## src/rtl/dsm_pkg.sv

```systemverilog
// types, constants and code tables of the seven-segment display scanner
// no dependencies
package dsm_pkg;

  localparam int unsigned DigitCount = 4;

  typedef logic [3:0] bcd_t;
  typedef bcd_t [DigitCount-1:0] digits_t;

  typedef enum logic [1:0] {
    RegDwell    = 2'd0,
    RegRounds   = 2'd1,
    RegDebounce = 2'd2
  } reg_idx_e;

  localparam logic [15:0] DwellReset    = 16'd1000;
  localparam logic [7:0]  RoundsReset   = 8'd105;
  localparam logic [23:0] DebounceReset = 24'd50000;
  localparam logic [13:0] MaxShown      = 14'd9999;

  typedef struct packed {
    logic [3:0] digit_select;
    logic [7:0] segment_drive;
    logic       debouncing;
  } result_t;

  // segments a..g on bits 6..0, active high
  function automatic logic [6:0] seg_code(input bcd_t d);
    logic [6:0] c;
    case (d)
      4'd0:    c = 7'h7E;
      4'd1:    c = 7'h30;
      4'd2:    c = 7'h6D;
      4'd3:    c = 7'h79;
      4'd4:    c = 7'h33;
      4'd5:    c = 7'h5B;
      4'd6:    c = 7'h5F;
      4'd7:    c = 7'h70;
      4'd8:    c = 7'h7F;
      4'd9:    c = 7'h7B;
      default: c = 7'h7E;
    endcase
    return c;
  endfunction

  // active-low digit enable, units first
  function automatic logic [3:0] select_code(input logic [1:0] idx);
    logic [3:0] s;
    case (idx)
      2'd0:    s = 4'b0111;
      2'd1:    s = 4'b1011;
      2'd2:    s = 4'b1101;
      default: s = 4'b1110;
    endcase
    return s;
  endfunction

endpackage

```

## src/rtl/dsm_if.sv

```systemverilog
// valid/ready channel interfaces for the display scanner input and result items
// no dependencies
interface dsm_in_if;
  logic        valid;
  logic        ready;
  logic        button_level;
  logic [15:0] pressure_value;
  logic [15:0] temperature_value;

  modport source (output valid, output button_level, output pressure_value,
                  output temperature_value, input ready);
  modport sink (input valid, input button_level, input pressure_value,
                input temperature_value, output ready);
endinterface

interface dsm_out_if;
  logic       valid;
  logic       ready;
  logic [3:0] digit_select;
  logic [7:0] segment_drive;
  logic       debouncing;

  modport source (output valid, output digit_select, output segment_drive,
                  output debouncing, input ready);
  modport sink (input valid, input digit_select, input segment_drive,
                input debouncing, output ready);
endinterface

```

## src/rtl/dsm_bcd.sv

```systemverilog
// clamps a 16-bit reading to 9999 and splits it into four decimal digits
// uses dsm_pkg; reciprocal multiplies, no divider
module dsm_bcd (
  input  logic [15:0]      value_i,
  output dsm_pkg::digits_t digits_o
);
  import dsm_pkg::*;

  logic [13:0] v;
  logic [29:0] p10;
  logic [26:0] p100;
  logic [27:0] p1000;
  logic [9:0]  q10;
  logic [6:0]  q100;
  logic [3:0]  q1000;
  logic [13:0] r0;
  logic [9:0]  r1;
  logic [6:0]  r2;

  assign v = (value_i > {2'b00, MaxShown}) ? MaxShown : value_i[13:0];

  // exact for values up to 9999
  assign p10   = 30'(v) * 30'd52429;
  assign p100  = 27'(v) * 27'd5243;
  assign p1000 = 28'(v) * 28'd8389;
  assign q10   = p10[28:19];
  assign q100  = p100[25:19];
  assign q1000 = p1000[26:23];

  assign r0 = v - ({4'd0, q10} << 3) - ({4'd0, q10} << 1);
  assign r1 = q10 - ({3'd0, q100} << 3) - ({3'd0, q100} << 1);
  assign r2 = q100 - ({3'd0, q1000} << 3) - ({3'd0, q1000} << 1);

  assign digits_o[0] = r0[3:0];
  assign digits_o[1] = r1[3:0];
  assign digits_o[2] = r2[3:0];
  assign digits_o[3] = q1000;

endmodule

```

## src/rtl/four_digit_seven_segment_mux_display_top.sv

```systemverilog
// four-digit multiplexed seven-segment display scanner with button-selected reading
// uses dsm_pkg, dsm_if (dsm_in_if, dsm_out_if) and dsm_bcd
//
// Usage:
//   in_i carries one scan tick per item: button level (low = pressed), pressure
//   and temperature readings. out_o returns exactly one result item per input
//   item: active-low digit select, inverted segment code (bit 7 high) and a
//   flag that is high while the outputs are held for the debounce wait.
//   The APB port sets dwell ticks (0x0), rounds per update (0x4) and debounce
//   ticks (0x8); write them only while no item is in flight.
//   The result of an accepted item is registered and valid in the next cycle.
//   Throughput is one item per cycle unless the receiver stalls; the scan
//   counters, the digit store and the decimal split of a loaded reading all
//   update in the cycle of acceptance, so the next item may follow at once.
//   A single result register sits at the output; while the receiver stalls
//   with it full, in_i.ready stays low and no tick is lost.
//   Reset clears the shown digits to 0000, all scan and debounce counters and
//   flags, and loads the registers with 1000, 105 and 50000.
module four_digit_seven_segment_mux_display_top (
  input  logic        clk_i,
  input  logic        rst_ni,
  dsm_in_if.sink      in_i,
  dsm_out_if.source   out_o,
  input  logic        psel,
  input  logic        penable,
  input  logic        pwrite,
  input  logic [3:0]  paddr,
  input  logic [31:0] pwdata,
  output logic [31:0] prdata,
  output logic        pready
);
  import dsm_pkg::*;

  logic [15:0] dwell_ticks_q;
  logic [7:0]  rounds_q;
  logic [23:0] debounce_ticks_q;

  digits_t     digits_q, digits_d, bcd_digits;
  logic [1:0]  digit_index_q, digit_index_d;
  logic [15:0] dwell_count_q, dwell_count_d;
  logic [7:0]  round_count_q, round_count_d;
  logic [23:0] debounce_count_q, debounce_count_d;
  logic        in_debounce_q, in_debounce_d;
  logic        was_pressed_q, was_pressed_d;
  logic [11:0] held_q, held_d;

  result_t     res_q, res_d;
  logic        out_valid_q;
  logic        accept;
  logic        load;
  logic        confirm_pressed;
  logic [15:0] load_value;

  // ---------------- configuration port ----------------
  assign pready = 1'b1;

  always_ff @(posedge clk_i or negedge rst_ni) begin
    if (!rst_ni) begin
      dwell_ticks_q    <= DwellReset;
      rounds_q         <= RoundsReset;
      debounce_ticks_q <= DebounceReset;
    end else if (psel && penable && pwrite) begin
      case (reg_idx_e'(paddr[3:2]))
        RegDwell:    dwell_ticks_q    <= pwdata[15:0];
        RegRounds:   rounds_q         <= pwdata[7:0];
        RegDebounce: debounce_ticks_q <= pwdata[23:0];
        default: ;
      endcase
    end
  end

  always_comb begin
    case (reg_idx_e'(paddr[3:2]))
      RegDwell:    prdata = {16'd0, dwell_ticks_q};
      RegRounds:   prdata = {24'd0, rounds_q};
      RegDebounce: prdata = {8'd0, debounce_ticks_q};
      default:     prdata = 32'd0;
    endcase
  end

  // ---------------- handshake ----------------
  assign in_i.ready = !out_valid_q || out_o.ready;
  assign accept     = in_i.valid && in_i.ready;

  // ---------------- scan step ----------------
  assign load_value = (confirm_pressed && !was_pressed_q) ? in_i.pressure_value
                                                          : in_i.temperature_value;

  dsm_bcd u_bcd (
    .value_i  (load_value),
    .digits_o (bcd_digits)
  );

  always_comb begin
    logic        pressed;
    logic [15:0] dwell_eff;
    logic [7:0]  rounds_eff;
    logic [15:0] dwell_inc;
    logic [7:0]  round_inc;
    logic [23:0] debounce_inc;
    logic [3:0]  sel;
    logic [7:0]  seg;

    pressed      = !in_i.button_level;
    dwell_eff    = (dwell_ticks_q == 16'd0) ? 16'd1 : dwell_ticks_q;
    rounds_eff   = (rounds_q == 8'd0) ? 8'd1 : rounds_q;
    dwell_inc    = dwell_count_q + 16'd1;
    round_inc    = round_count_q + 8'd1;
    debounce_inc = debounce_count_q + 24'd1;
    sel          = select_code(digit_index_q);
    seg          = ~{1'b0, seg_code(digits_q[digit_index_q])};

    digit_index_d    = digit_index_q;
    dwell_count_d    = dwell_count_q;
    round_count_d    = round_count_q;
    debounce_count_d = debounce_count_q;
    in_debounce_d    = in_debounce_q;
    was_pressed_d    = was_pressed_q;
    held_d           = held_q;
    load             = 1'b0;
    confirm_pressed  = pressed;

    if (in_debounce_q) begin
      res_d.digit_select  = held_q[11:8];
      res_d.segment_drive = held_q[7:0];
      res_d.debouncing    = 1'b1;
      debounce_count_d    = debounce_inc;
      if (debounce_inc >= debounce_ticks_q) begin
        in_debounce_d    = 1'b0;
        debounce_count_d = 24'd0;
        load             = 1'b1;
        was_pressed_d    = 1'b1;
      end
    end else begin
      res_d.digit_select  = sel;
      res_d.segment_drive = seg;
      res_d.debouncing    = 1'b0;
      dwell_count_d       = dwell_inc;
      if (dwell_inc >= dwell_eff || dwell_inc == 16'd0) begin
        dwell_count_d = 16'd0;
        digit_index_d = digit_index_q + 2'd1;
        // end of a full round after the thousands digit
        if (digit_index_q == 2'd3) begin
          round_count_d = round_inc;
          if (round_inc >= rounds_eff || round_inc == 8'd0) begin
            round_count_d = 8'd0;
            if (pressed) begin
              if (debounce_ticks_q == 24'd0) begin
                confirm_pressed = 1'b1;
                load            = 1'b1;
                was_pressed_d   = 1'b1;
              end else begin
                in_debounce_d    = 1'b1;
                debounce_count_d = 24'd0;
                held_d           = {sel, seg};
              end
            end else begin
              was_pressed_d = 1'b0;
            end
          end
        end
      end
    end
  end

  assign digits_d = load ? bcd_digits : digits_q;

  always_ff @(posedge clk_i or negedge rst_ni) begin
    if (!rst_ni) begin
      digits_q         <= '0;
      digit_index_q    <= 2'd0;
      dwell_count_q    <= 16'd0;
      round_count_q    <= 8'd0;
      debounce_count_q <= 24'd0;
      in_debounce_q    <= 1'b0;
      was_pressed_q    <= 1'b0;
      held_q           <= 12'd0;
    end else if (accept) begin
      digits_q         <= digits_d;
      digit_index_q    <= digit_index_d;
      dwell_count_q    <= dwell_count_d;
      round_count_q    <= round_count_d;
      debounce_count_q <= debounce_count_d;
      in_debounce_q    <= in_debounce_d;
      was_pressed_q    <= was_pressed_d;
      held_q           <= held_d;
    end
  end

  // ---------------- result register ----------------
  always_ff @(posedge clk_i or negedge rst_ni) begin
    if (!rst_ni) begin
      out_valid_q <= 1'b0;
    end else if (accept) begin
      out_valid_q <= 1'b1;
    end else if (out_o.ready) begin
      out_valid_q <= 1'b0;
    end
  end

  always_ff @(posedge clk_i) begin
    if (accept) begin
      res_q <= res_d;
    end
  end

  assign out_o.valid         = out_valid_q;
  assign out_o.digit_select  = res_q.digit_select;
  assign out_o.segment_drive = res_q.segment_drive;
  assign out_o.debouncing    = res_q.debouncing;

endmodule

```

## src/flat_wrapper.sv

```systemverilog
// flat-port wrapper written by rule: the top's interface ports become plain ports
module four_digit_seven_segment_mux_display_top_flat import dsm_pkg::*;
  (clk_i, rst_ni, psel, penable, pwrite, paddr, pwdata, prdata, pready, in_i_valid, in_i_button_level, in_i_pressure_value, in_i_temperature_value, in_i_ready, out_o_valid, out_o_digit_select, out_o_segment_drive, out_o_debouncing, out_o_ready);
  dsm_in_if in_i_i ();
  dsm_out_if out_o_i ();
  input  logic clk_i;
  input  logic rst_ni;
  input  logic psel;
  input  logic penable;
  input  logic pwrite;
  input  logic [3:0] paddr;
  input  logic [31:0] pwdata;
  output logic [31:0] prdata;
  output logic pready;
  input wire logic [$bits(in_i_i.valid)-1:0] in_i_valid;
  input wire logic [$bits(in_i_i.button_level)-1:0] in_i_button_level;
  input wire logic [$bits(in_i_i.pressure_value)-1:0] in_i_pressure_value;
  input wire logic [$bits(in_i_i.temperature_value)-1:0] in_i_temperature_value;
  output wire logic [$bits(in_i_i.ready)-1:0] in_i_ready;
  output wire logic [$bits(out_o_i.valid)-1:0] out_o_valid;
  output wire logic [$bits(out_o_i.digit_select)-1:0] out_o_digit_select;
  output wire logic [$bits(out_o_i.segment_drive)-1:0] out_o_segment_drive;
  output wire logic [$bits(out_o_i.debouncing)-1:0] out_o_debouncing;
  input wire logic [$bits(out_o_i.ready)-1:0] out_o_ready;
  assign in_i_i.valid = in_i_valid;
  assign in_i_i.button_level = in_i_button_level;
  assign in_i_i.pressure_value = in_i_pressure_value;
  assign in_i_i.temperature_value = in_i_temperature_value;
  assign in_i_ready = in_i_i.ready;
  assign out_o_valid = out_o_i.valid;
  assign out_o_digit_select = out_o_i.digit_select;
  assign out_o_segment_drive = out_o_i.segment_drive;
  assign out_o_debouncing = out_o_i.debouncing;
  assign out_o_i.ready = out_o_ready;
  four_digit_seven_segment_mux_display_top u_core (.clk_i(clk_i), .rst_ni(rst_ni), .in_i(in_i_i), .out_o(out_o_i), .psel(psel), .penable(penable), .pwrite(pwrite), .paddr(paddr), .pwdata(pwdata), .prdata(prdata), .pready(pready));
endmodule
```

## config.mk

```make
export PLATFORM = sky130hd
export DESIGN_NAME = four_digit_seven_segment_mux_display_top_flat
export DESIGN_NICKNAME = d
export VERILOG_FILES = /design/src/rtl/dsm_pkg.sv /design/src/rtl/dsm_if.sv /design/src/rtl/dsm_bcd.sv /design/src/rtl/four_digit_seven_segment_mux_display_top.sv /design/src/flat_wrapper.sv
export SDC_FILE = /design/constraint.sdc
export NUM_CORES = 1
export LEC_CHECK = 0
export ABC_AREA = 1
export BUFFER_PORTS_ARGS = -buffer_cell sky130_fd_sc_hd__buf_2
export CORE_MARGIN = 10
export CORE_UTILIZATION = 45
export CTS_BUF_LIST = sky130_fd_sc_hd__clkbuf_16
export CTS_CLUSTER_DIAMETER = 80
export DETAILED_ROUTE_END_ITERATION = 10
export SLEW_MARGIN = 20
export SYNTH_ARGS = -nofsm -noshare
export SYNTH_HDL_FRONTEND = slang
export SYNTH_SLANG_ARGS = --single-unit
export TNS_END_PERCENT = 5
```

## constraint.sdc

```tcl
create_clock -name clk_i -period 10.5 [get_ports clk_i]
set_clock_uncertainty 0.2 [all_clocks]
set_input_delay 1.05 -clock clk_i [delete_from_list [all_inputs] [get_ports clk_i]]
set_output_delay 1.05 -clock clk_i [all_outputs]
set_load 0.02 [all_outputs]
```

==> results.md <==
* Status: completed
* Number of nets with antenna violations after routing at 0
* Vias per cell at 5.06
* Syn Inst Count at ~2200
* Hold Fails Final Rpt at 0
* Largest area contributor in the netlist: ha_1
* Global-route wire length before repair at 76100 um
* Die height at between 200 and 250 um
* Post-CTS sizing at 0
* M3 GR Usage at 0.0269
* Worst EP arrival at 8920 ps
* CTS H-tree depth at 4
* CTS root buffer: clkbuf_16
* WS Path Type: in -> reg
* Initial core utilization at 0.459
* Largest net degree at the start of global routing at 69
* PwrDens at roughly 200 mW/mm2
* Worst slew margin at 0.306
* P_leak at 10.4 nW
* Met2 usage at 0.351
* Measured slew at the worst slew-check pin at 1040 ps
* Hold_buf cts at 0
* Vias in the first global route at 14621
* Synth Warn # at 0
* Max-slew violations at 0
* Post-DP HPWL at 39300 um
* Top_reg_cell synth: dfrtp_1
* Nets at 2790
* Row cnt at a little over 70
* Io pins at about 120
* Antenna violations before repair at 0
* FF/Latch Area at 0.00364 mm2
* Routability Congestion at 0.956
* Die Footprint at 0.0468 mm2
* Die W at around 220 um
* Number of CTS-inserted buffers at 17
* Final setup TNS at 0 ps
* Total core area at 0.0378 mm2
* Crit path buffers/inverters at 5
* Worst-Skew Late Latency at 440 ps
* Postcts setup bufs at 0
* Most frequent cell after synthesis: inv_1
* DRC viols at 0
* Deepest clock path buffer count at 2
* Final cycle utilization of the critical path at 0.837
* Total power at 3.91 mW
* Synth cell count leaders: inv_1, nand2_1, ha_1
* Max_cap viols at 0
* Post-DR wirelength/cell at 16.3 um
* Top cell type's share of synthesized area at 0.204
* Fmax at 114 MHz
* Req. time, crit path at about 11000 ps
* RSZ-0062 raised after global routing: false
* Worst-path clk slew at ~70 ps
* CP Capture Type: flip-flop
* Grt met1 use at 0.256
* First DRT Iteration DRCs at ~880
* Crit-path max FO at 15
* Critical path's slowest cell: nor2_2
* Flops & latches, synth at between 100 and 150
* Post-synth ARST share at 0.908
* CTS tree: yes
* CP top delay family: adder cells
* Antenna diodes at 0
* Minimum clock period at 8790 ps
* IR Drop Worst-Case VDD at 150 uV
* Largest cells by area after synthesis: ha_1, dfrtp_1, fa_1
* Layout area overhead at 9.33%
* Startpoint Class: input port
* First drt pass iteration count at 5
* Avg Cell Area, Syn at 7.85 um2
* Post-Synthesis Cell Area at 0.0174 mm2
* GR peak layer: met2
* CP most frequent cell: nand2_1
* I/O Buffers at 104
* Critical path depth in cells at 31
* Post-synthesis sequential area ratio at 0.210
* Grt total ovfl at 0
* Synth unique cells at 58
* # setup viols final at 0
* Final WL at 46100 um
* Crit path largest cell delay at between 500 and 600 ps
* Ratio of cells with drive above 1 in the final layout at 0.102
* Filler instances at 3769
* # clock sinks at 142
* Tightest Hold Check Type: reg -> reg
* GRT Util Overall at 0.199
* Vias at 14348
* Hold depth at 2
* R2R cell count at 30
* Number of flops mapped to enable cells by yosys at 13
* Multi-input logic area at 0.0116 mm2
## worst min-delay path, stage by stage, from the launching register on
cell and delay [ps]:
dfrtp_1 330, inv_1 40, nand2_1 50
## report_power, final
| group | internal, mW | switching (mW) | total [mW] | leakage [nW] |
|---|---|---|---|---|
| Sequential | 0.614 | 0.0373 | 0.651 | 1.73 |
| Combinational | 0.973 | 1.68 | 2.65 | 8.39 |
| Clock | 0.320 | 0.286 | 0.606 | 0.285 |
## per-layer routing
| metal | routed length (um) | vias to the layer above |
|---|---|---|
| met2 | 22700 | 275 |
| li1 | - | 7222 |
| met1 | 21000 | 6813 |
| met3 | 1740 | 38 |
| met4 | 650 | 0 |
| met5 | 0 | - |
## kinds of logic after synthesis
family / after synthesis / share of synthesized area
AOI/OAI and AO/OA: 298 / 0.0994
xor gates and xnor gates: 67 / 0.0338
adders and majority gates: 402 / 0.341
buffers and inverters: 549 / 0.124
DFF: 142 / 0.210
muxes: 4 / 0.00231
other: 2 / 0.000433
and+or+nand+nor: 747 / 0.189
## worst paths after layout
| path | from | to | slack, ps |
|---|---|---|---|
| worst min-delay path | u_core.held_q[7] | u_core.held_q[7] | 250 |
| max in group asynchronous | rst_ni | u_core.held_q[11] | 8340 |
| worst min register to register | u_core.held_q[7] | u_core.held_q[7] | 250 |
| min in group asynchronous | rst_ni | u_core.dwell_count_q[13] | 390 |
| worst max register to register | u_core.was_pressed_q | u_core.digits_q[7] | 2010 |
| worst max-delay path | in_i_button_level | u_core.digits_q[7] | 1710 |
## placed cells by master, fill, tap and decap left out, types with 13 or more instances in the layout
master     count
a21oi_1       89
o21ai_0      118
nand2_2       15
nand2_1      412
nand4_1       44
dfstp_2       16
clkbuf_16     17
xor2_1        55
nor4_1        15
edfxtp_1      13
ha_1         283
o22ai_1       13
dfrtp_1      113
o21ai_2       21
inv_1        501
nor2_1       120
fa_1         119
buf_2        103
nand3_1       79
nor3_1        25
## state kept, by name, summed over array words and instances (netlist names), 8 cells and up
name / flops
u_core.dwell_ticks_q: 16
u_core.rounds_q: 8
u_core.digits_q: 16
u_core.debounce_count_q: 24
u_core.held_q: 12
u_core.dwell_count_q: 16
u_core.round_count_q: 8
u_core.debounce_ticks_q: 24
u_core.out_o.segment_drive: 8
## cell type report
cell class                      count  area share
Tap cell                          511      0.0337
Timing Repair Buffer              111      0.0305
Sequential cell                   142       0.192
Clock buffer                       17      0.0224
Clock inverter                     15     0.00903
Multi-Input combinational cell   1530       0.612
Inverter                          510       0.101
## stage by stage
stage / worst slack (ps) / instances / instance area (um2) / util / hold WS, ps
6_report: 1710 / 2836 / 19000 / 0.502 / 253
5_1_grt: 1120 / 2836 / 19000 / 0.502 / 296
4_1_cts: 1710 / 2836 / 19000 / 0.502 / 260
3_5_place_dp: 1290 / 2804 / 18400 / 0.486 / 243
3_3_place_gp: 1340 / 2804 / 18400 / 0.486 / 234
2_1_floorplan: 3100 / 2221 / 17400 / - / 222
(Power assumes the default switching activity.)
